<file path="src/sv/tsb_pkg.sv">
// Shared types and constants of the bilinear texture sampler.
// No dependencies.
`timescale 1ns / 1ps

package tsb_pkg;

    localparam int CFG_IDX_W  = 8;
    localparam int CFG_DATA_W = 9;
    localparam int SIZE_W     = 9;

    localparam logic [CFG_IDX_W-1:0] CFG_TEX_WIDTH    = 8'd0;
    localparam logic [CFG_IDX_W-1:0] CFG_TEX_HEIGHT   = 8'd1;
    localparam logic [CFG_IDX_W-1:0] CFG_ADDRESS_MODE = 8'd2;
    localparam logic [CFG_IDX_W-1:0] CFG_FILTER_MODE  = 8'd3;

    localparam logic [SIZE_W-1:0] SIZE_RESET = 9'd256;

    localparam logic MODE_WRITE  = 1'b0;
    localparam logic MODE_SAMPLE = 1'b1;

    typedef struct packed {
        logic [SIZE_W-1:0] tex_width;
        logic [SIZE_W-1:0] tex_height;
        logic              address_mode;
        logic              filter_mode;
    } t_cfg;

    typedef struct packed {
        logic [7:0] x;
        logic [7:0] y;
        logic [7:0] red;
        logic [7:0] green;
        logic [7:0] blue;
    } t_texel;

endpackage

</file>
<file path="src/sv/tsb_coord.sv">
// Coordinate stages: address mode, scaling by texture size, texel indices.
// Depends on tsb_pkg.
`timescale 1ns / 1ps

module tsb_coord #(
    parameter int MAX_WIDTH       = 256,
    parameter int MAX_HEIGHT      = 256,
    parameter int COORD_FRAC_BITS = 16,
    parameter int XW              = 8,
    parameter int YW              = 8
) (
    input  logic                       i_clk,
    input  logic                       i_rst_n,
    input  logic                       i_en,
    input  logic                       i_vld,
    input  logic                       i_sample,
    input  tsb_pkg::t_texel            i_texel,
    input  logic signed [23:0]         i_u,
    input  logic signed [23:0]         i_v,
    input  tsb_pkg::t_cfg              i_cfg,
    output logic                       o_vld,
    output logic                       o_sample,
    output tsb_pkg::t_texel            o_texel,
    output logic [XW-1:0]              o_x0,
    output logic [XW-1:0]              o_x1,
    output logic [YW-1:0]              o_y0,
    output logic [YW-1:0]              o_y1,
    output logic [COORD_FRAC_BITS-1:0] o_dx,
    output logic [COORD_FRAC_BITS-1:0] o_dy
);
    import tsb_pkg::*;

    localparam int CF = COORD_FRAC_BITS;
    localparam int UW = CF + 1;
    localparam int SW = UW + SIZE_W;
    localparam logic signed [25:0] ONE_S = 26'sd1 <<< CF;
    localparam logic [SW:0] HALF = (SW+1)'(1) << (CF - 1);

    function automatic logic [UW-1:0] addr_map(input logic signed [23:0] c, input logic rep);
        logic signed [25:0] ce;
        logic [UW-1:0] res;
        ce = 26'(c);
        if (rep) begin
            res = {1'b0, ce[CF-1:0]};
        end else if (ce < 26'sd0) begin
            res = '0;
        end else if (ce > ONE_S) begin
            res = ONE_S[CF:0];
        end else begin
            res = ce[CF:0];
        end
        return res;
    endfunction

    function automatic logic [SIZE_W-1:0] eff_size(input logic [SIZE_W-1:0] s, input int mx);
        logic [31:0] s32;
        logic [31:0] r;
        s32 = 32'(s);
        if (s32 == 32'd0) begin
            r = 32'd1;
        end else if (s32 > 32'(mx)) begin
            r = 32'(mx);
        end else begin
            r = s32;
        end
        return r[SIZE_W-1:0];
    endfunction

    // returns {idx0, idx1, frac}
    function automatic logic [64+CF-1:0] index_of(input logic [SW-1:0] s,
                                                 input logic [SIZE_W-1:0] sz,
                                                 input logic bilin);
        logic [31:0] lim;
        logic [31:0] p;
        logic [31:0] p1;
        logic [SW:0] rs;
        logic [CF-1:0] f;
        lim = 32'(sz) - 32'd1;
        if (bilin) begin
            p = 32'(s >> CF);
            f = s[CF-1:0];
            if (p > lim) begin
                p = lim;
                f = '0;
            end
            p1 = (p + 32'd1 > lim) ? 32'd0 : p + 32'd1;
        end else begin
            rs = (SW+1)'(s) + HALF;
            p  = 32'(rs >> CF);
            if (p > lim) begin
                p = lim;
            end
            p1 = p;
            f  = '0;
        end
        return {p, p1, f};
    endfunction

    logic            r_a_vld, r_a_smp;
    t_texel          r_a_texel;
    logic [UW-1:0]   r_a_u, r_a_v;
    logic [SIZE_W-1:0] r_a_w, r_a_h;
    logic            r_a_fm;

    logic            r_b_vld, r_b_smp;
    t_texel          r_b_texel;
    logic [SW-1:0]   r_b_su, r_b_sv;
    logic [SIZE_W-1:0] r_b_w, r_b_h;
    logic            r_b_fm;

    logic [64+CF-1:0] xi, yi;

    always_ff @(posedge i_clk) begin
        if (!i_rst_n) begin
            r_a_vld <= 1'b0;
            r_b_vld <= 1'b0;
        end else if (i_en) begin
            r_a_vld <= i_vld;
            r_b_vld <= r_a_vld;
        end
    end

    always_ff @(posedge i_clk) begin
        if (i_en) begin
            r_a_smp   <= i_sample;
            r_a_texel <= i_texel;
            r_a_u     <= addr_map(i_u, i_cfg.address_mode);
            r_a_v     <= addr_map(i_v, i_cfg.address_mode);
            r_a_w     <= eff_size(i_cfg.tex_width, MAX_WIDTH);
            r_a_h     <= eff_size(i_cfg.tex_height, MAX_HEIGHT);
            r_a_fm    <= i_cfg.filter_mode;
            r_b_smp   <= r_a_smp;
            r_b_texel <= r_a_texel;
            r_b_su    <= SW'(r_a_u) * SW'(r_a_w);
            r_b_sv    <= SW'(r_a_v) * SW'(r_a_h);
            r_b_w     <= r_a_w;
            r_b_h     <= r_a_h;
            r_b_fm    <= r_a_fm;
        end
    end

    always_comb begin
        xi = index_of(r_b_su, r_b_w, r_b_fm);
        yi = index_of(r_b_sv, r_b_h, r_b_fm);
    end

    assign o_vld    = r_b_vld;
    assign o_sample = r_b_smp;
    assign o_texel  = r_b_texel;
    assign o_x0     = xi[32+CF +: XW];
    assign o_x1     = xi[CF +: XW];
    assign o_dx     = xi[CF-1:0];
    assign o_y0     = yi[32+CF +: YW];
    assign o_y1     = yi[CF +: YW];
    assign o_dy     = yi[CF-1:0];

endmodule

</file>
<file path="config.mk">
export PLATFORM = sky130hd
export DESIGN_NAME = tsb_coord
export DESIGN_NICKNAME = d
export VERILOG_FILES = /design/src/sv/tsb_pkg.sv /design/src/sv/tsb_coord.sv
export SDC_FILE = /design/constraint.sdc
export NUM_CORES = 1
export LEC_CHECK = 0
export BUFFER_PORTS_ARGS = -buffer_cell sky130_fd_sc_hd__buf_4
export CAP_MARGIN = 20
export CORE_MARGIN = 2
export CORE_UTILIZATION = 66
export DETAILED_ROUTE_END_ITERATION = 8
export HOLD_SLACK_MARGIN = 0.03
export PLACE_DENSITY = 0.86
export SLEW_MARGIN = 0
export SYNTH_ARGS = -nofsm -noshare
export SYNTH_HDL_FRONTEND = slang
export SYNTH_SLANG_ARGS = --single-unit
export TNS_END_PERCENT = 30
</file>
<file path="constraint.sdc">
create_clock -name i_clk -period 13.01 [get_ports i_clk]
set_input_delay 1.9515 -clock i_clk [delete_from_list [all_inputs] [get_ports i_clk]]
set_output_delay 1.9515 -clock i_clk [all_outputs]
set_load 0.01 [all_outputs]
</file>
# Word level (Yosys, flattened, before mapping)
# Cells that the tools add are included.
[classes] n_addsub=6 multipliers=2 magnitude_cmp=12 n_mux=24 reduce_logical=6
[op_table] cell="16-bit two-way mux" n=8
[op_table] cell="32-bit two-way mux" n=4
[op_table] cell="32-bit by 1-bit adder with 32-bit output (second input constant)" n=2
[op_table] cell="10-bit by 32-bit > comparator with 1-bit output" n=2
[op_table] cell="11-bit by 32-bit > comparator with 1-bit output" n=2
[op_table] cell="32-bit > comparator" n=2
[op_table] cell="8-bit two-way mux" n=8
[op_table] cell="26-bit by 16-bit adder with 27-bit output (second input constant)" n=2
[op_table] cell="17-bit by 9-bit multiplier with 26-bit output" n=2
[op_table] cell="24-bit by 18-bit > comparator with 1-bit output (second input constant)" n=2
[op_table] cell="24-bit by 1-bit less-than comparator with 1-bit output (second input constant)" n=2
[op_table] cell="17-bit two-way mux" n=2
[op_table] cell="9-bit by 1-bit subtractor with 10-bit output (second input constant)" n=2
[op_table] cell="9-bit > comparator (second input constant)" n=2
[op_table] cell="9-bit logical NOT" n=2
[op_table] cell="9-bit two-way mux" n=2
[op_table] cell="2-bit OR reduction" n=4
[word_totals] reg_bits=208 input_bits=113 output_inout_bits=106

# Depth between registers and ports, before layout
[logic_depth] depth_word=8 depth_mapped=37

# Least setup slack after synthesis
# OpenSTA, ideal clock, no wires.
[synth_path] kind="register -> output" startpoint="register r_b_w[4]" endpoint="output port o_x1[3]" arrival_ns=7.195 slack_ns=3.863 stages_incl_launch_ff=34 n_path_buf=4 cell_sequence="edfxtp_1 or4_1 buf_2 or3_1 clkbuf_1 ha_1 a21o_1 a2111oi_2 o221a_2 o2bb2ai_1 nor2_4 or2_1 buf_4 clkbuf_1 nand2_1 o21ai_0 ha_1 nand3b_1 nor3_1 nand2_1 nor2_1 xor2_1 o21ai_0 ha_1 a21o_1 a21o_1 a21o_1 a21oi_1 o21ai_0 a41oi_1 o21ai_0 a2111oi_2 a221oi_4 o22ai_1"
[synth_between] elab_chain_cells=8
[synth_rtl] element="start: declaration" line="tsb_coord.sv:108" text="logic [SIZE_W-1:0] r_b_w, r_b_h;"
[synth_rtl] element="start signal: assignment" line="tsb_coord.sv:136" text="r_b_w <= r_a_w;"
[synth_rtl] element="9-bit by 1-bit subtractor with 10-bit output (*)" line="tsb_coord.sv:78" text="lim = 32'(sz) - 32'd1;"
[synth_rtl] element="10-bit by 32-bit > comparator with 1-bit output" line="tsb_coord.sv:82" text="if (p > lim) begin"
[synth_rtl] element="32-bit two-way mux" line="tsb_coord.sv:82"
[synth_rtl] element="32-bit two-way mux" line="tsb_coord.sv:79" text="if (bilin) begin"
[synth_rtl] element="32-bit by 1-bit adder with 32-bit output" line="tsb_coord.sv:86" text="p1 = (p + 32'd1 > lim) ? 32'd0 : p + 32'd1;"
[synth_rtl] element="32-bit > comparator" line="tsb_coord.sv:86"
[synth_rtl] element="8-bit two-way mux" line="tsb_coord.sv:86"
[synth_rtl] element="8-bit two-way mux (*)" line="tsb_coord.sv:79"
[synth_rtl] element="end: declaration" line="tsb_coord.sv:25" text="output logic [XW-1:0] o_x1,"
# Every way passes the cells marked *; elsewhere a longest branch is shown, timed or not. The select of a mux whose other input is x is not followed.

# Worst setup path after layout
[layout_path] startpoint="register r_b_w[5]" endpoint="output port o_x1[3]"
# The elaborated chain is that of the path after synthesis.

==> results.md <==
* Status: finished, final reports clean
* Avg Inst Size Synth at 9.98 um^2
* Largest net degree at the start of global routing at 135
* Hold path depth at 0
* MaxCap Viol Count at 0
* CTS resizes at 0
* Setup ws final at 2.04 ns
* Async S/R FF share, synth at 0%
* Final Cycle Share at 84.4%
* Post-synth EDFFs at about 210
* N_diodes at 0
* Clock share of power at 12.7%
* Vias in the first global route at 16.6k
* Vias at 16.1k
* CTS sink count at 208
* Psw at 0.00238 W
* Combinational share of power at 65.2%
* Synth unique cells at 82
* Routed WL at 51.1 mm
* Setup Viol. Count Final at 0
* IO Pins at 219
* R2r worst-path depth at 19
* Drt first-iter violations at 1,348
* Grt total ovfl at 0
* Power Internal at 0.00293 W
* Hold Path Class: flip-flop to flip-flop
* # DRC at 0
* WP data required at roughly 11 ns
* VDD IR-drop max at 0.000167 V
* Die width at 182 um
* Post-DP HPWL at just under 40 mm
* Setup crit end kind: primary output
* Slew Viols, Final at 0
* Vias/cell at about 6.0
* Cell Rows at 65
* Startpoint Class: flip-flop
* Hold path endpoint: o_texel[17]
* Final Critical Period at ~11 ns
* Placeable Area at 0.0314 mm^2
* Die area at 0.0332 mm^2
* Flop2flop setup slack at around 6.8 ns
* Worst-case clock buffer depth at 3
* Setup TNS at 0 ns
* CP max stage delay at 0.78 ns
* Mapped cell area at 0.0210 mm^2
* Skew-Pair Late Insertion Delay at 0.51 ns
* Hold_buf cts at 0
* Root buffer cell: clkbuf_16
* RSZ-0062 raised after global routing: false
* H-tree Lvls at 1
* Overall global routing resource usage at between 30 and 40%
* Max FO, Critical Path at 37
* Worst setup path class: flip-flop to primary output
* Final ANT Viol Nets at 0
* Worst slack at placement at 2.72 ns
* Final Hold Fails at 0
* Ys Warns at 0
* Seq/Total Area, Yosys at 29.7%
* Gpl congestion at 0.926
* Fmax at 91.1 MHz
* RR Startpoint: r_a_w[1]
* CP startpoint: r_b_w[5]
* Pleak at ~11 nW
* Hold Crit Start: r_a_texel[17]
* Initial antenna violation count at 0
* Fin nets at ~2.8k
* CTS tree: yes
* Placed insts at between 2k and 3k
* RR Endpoint: r_b_su[22]
* Synth Instances at 2,102
* Worst-Margin Slew at 1.10 ns
* Post-CTS Setup Bufs at 0
* Switching share of power at 44.8%
* Worst Path Arrival at 9.02 ns
* Die Span Y at 182 um
* Max transition margin at 26.8%
* Flop pwr share at 22.1%
* Synth Flop Type: edfxtp_1
* Global-route wire length before repair at 82.7 mm
* Syn-to-layout area delta at 13.0%
* Starting Density at 66.8%
* PD cells at 224 mW/mm^2
* Port Buffers at 218
* Non-Filler Instances at 2,704
* FF+latch count, synth at 208
* Slowest-stage cell, CP: or3_1
* Cts bufs inserted at 22
* Clock Pin Slew Worst Setup and Hold Paths at approximately 0.06 ns
* Share of layout cells above drive strength 1 at 12.7%
* DR WL/cell at ~19 um
* Clock Skew at between 0.01 and 0.015 ns
* DRT Pass-1 Iters at 7
## area by class of cell
type / instances / area (um^2)
Multi-Input combinational cell: 1590 / 13600
Fill cell: 2110 / 7700
Sequential cell: 208 / 6230
Timing Repair Buffer: 225 / 1700
Inverter: 240 / 901
Clock buffer: 26 / 587
Tap cell: 402 / 503
Clock inverter: 13 / 198
## how the worst max path moves through the flow
| stage | cells after the start | endpoint | slack (ns) |
|---|---|---|---|
| 6_report | 30 | o_x1[3] | 2.04 |
| 2_1_floorplan | 33 | o_x1[3] | 3.86 |
| 3_3_place_gp | 30 | o_x1[3] | 3.06 |
| 4_1_cts | 30 | o_x1[3] | 2.15 |
| 5_1_grt | 31 | o_x1[3] | 1.47 |
| 3_5_place_dp | 30 | o_x1[3] | 2.72 |
## layout by cell type, fill, tap and decap left out, drive strengths merged, types with 11 or more instances in the layout
cell type  count
xnor2         68
a21o          31
o211ai        17
nor2          74
a211oi        18
o21a          13
nor2b         55
or2           11
nand2        276
or3           14
nand2b        15
nand4         20
buf          224
nor4          22
clkbuf        27
and2         131
o21ai         63
conb          38
mux2i         19
fa           212
a21oi         66
nand3         38
and3          39
ha           186
nor3          31
inv          243
xor2          28
edfxtp       206
## kinds of logic (layout without fill, tap and decap cells)
logic type               after synthesis  count (layout)  synth area share, %
multiplexers                          25              25                 1.23
AND/OR/NAND/NOR                      749             749                 18.2
XOR/XNOR                              97              97                 4.12
AO/OA/AOI/OAI                        279             279                 9.08
flip-flops                           208             208                 29.7
other                                  2              38               0.0358
buffers and inverters                340             504                 6.16
adder cells (fa/ha/maj)              402             402                 31.5
## stage by stage
stage	utilization (%)	hold slack, ns	power [W]	instance area, um^2
after global routing	75.5	0.420	0.00575	23700
after floorplan	-	0.400	0.00363	21100
after detailed placement	73.0	0.405	0.00456	22900
after global placement	73.0	0.400	0.00441	22900
after CTS	75.5	0.414	0.00528	23700
final	75.5	0.417	0.00531	23700
## power by group through the flow
stage          sequential (W)  clock (W)  combinational, W
4_1_cts               0.00117   0.000684           0.00343
3_3_place_gp          0.00117          0           0.00324
2_1_floorplan         0.00106          0           0.00257
5_1_grt               0.00118   0.000709           0.00386
3_5_place_dp          0.00118          0           0.00338
6_report              0.00117   0.000676           0.00346
## metal layers
metal	vias up	GRT usage [%]	part of all wire (%)
met5	-	0	0
met4	0	8.03	2.1
met3	90	5.99	9.1
met2	776	52.4	48
met1	7829	41.6	41
li1	7432	-	-
## worst max-delay path: cells and delay by family (launching register included)
family / cells / cell delay [ns]
simple gates: 8 / 2.74
fa+ha+maj: 3 / 1.10
compound gates: 16 / 3.58
flops: 1 / 0.52
buf+inv: 2 / 0.39
xor+xnor: 1 / 0.14
## Yosys cell counts, drive strengths merged, types with 17 or more instances
cell type  number  area share (%)
o211ai         17            0.61
clkbuf         90             1.6
a211oi         18            0.70
nor2           74             1.4
xnor2          68             2.8
nand4          20            0.60
and3           39             1.2
nor4           22            0.73
nor2b          55             1.6
fa            212              20
o21ai          63             1.5
nand3          38            0.91
and2          131             3.9
mux2i          19            0.91
nor3           31            0.76
xor2           28             1.2
inv           239             4.3
a21o           31             1.1
ha            186              11
nand2         276             5.0
edfxtp        206              30
a21oi          66             1.6
## sequential cells by signal, indices dropped and copies added (netlist names), 9 cells and up
signal     flops
o_texel       40
r_a_v         17
r_b_w          9
r_a_w          9
r_a_h          9
r_a_u         17
r_a_texel     40
r_b_su        26
r_b_sv        26
r_b_h          9
No activity file was read; power rests on OpenSTA's default activity.
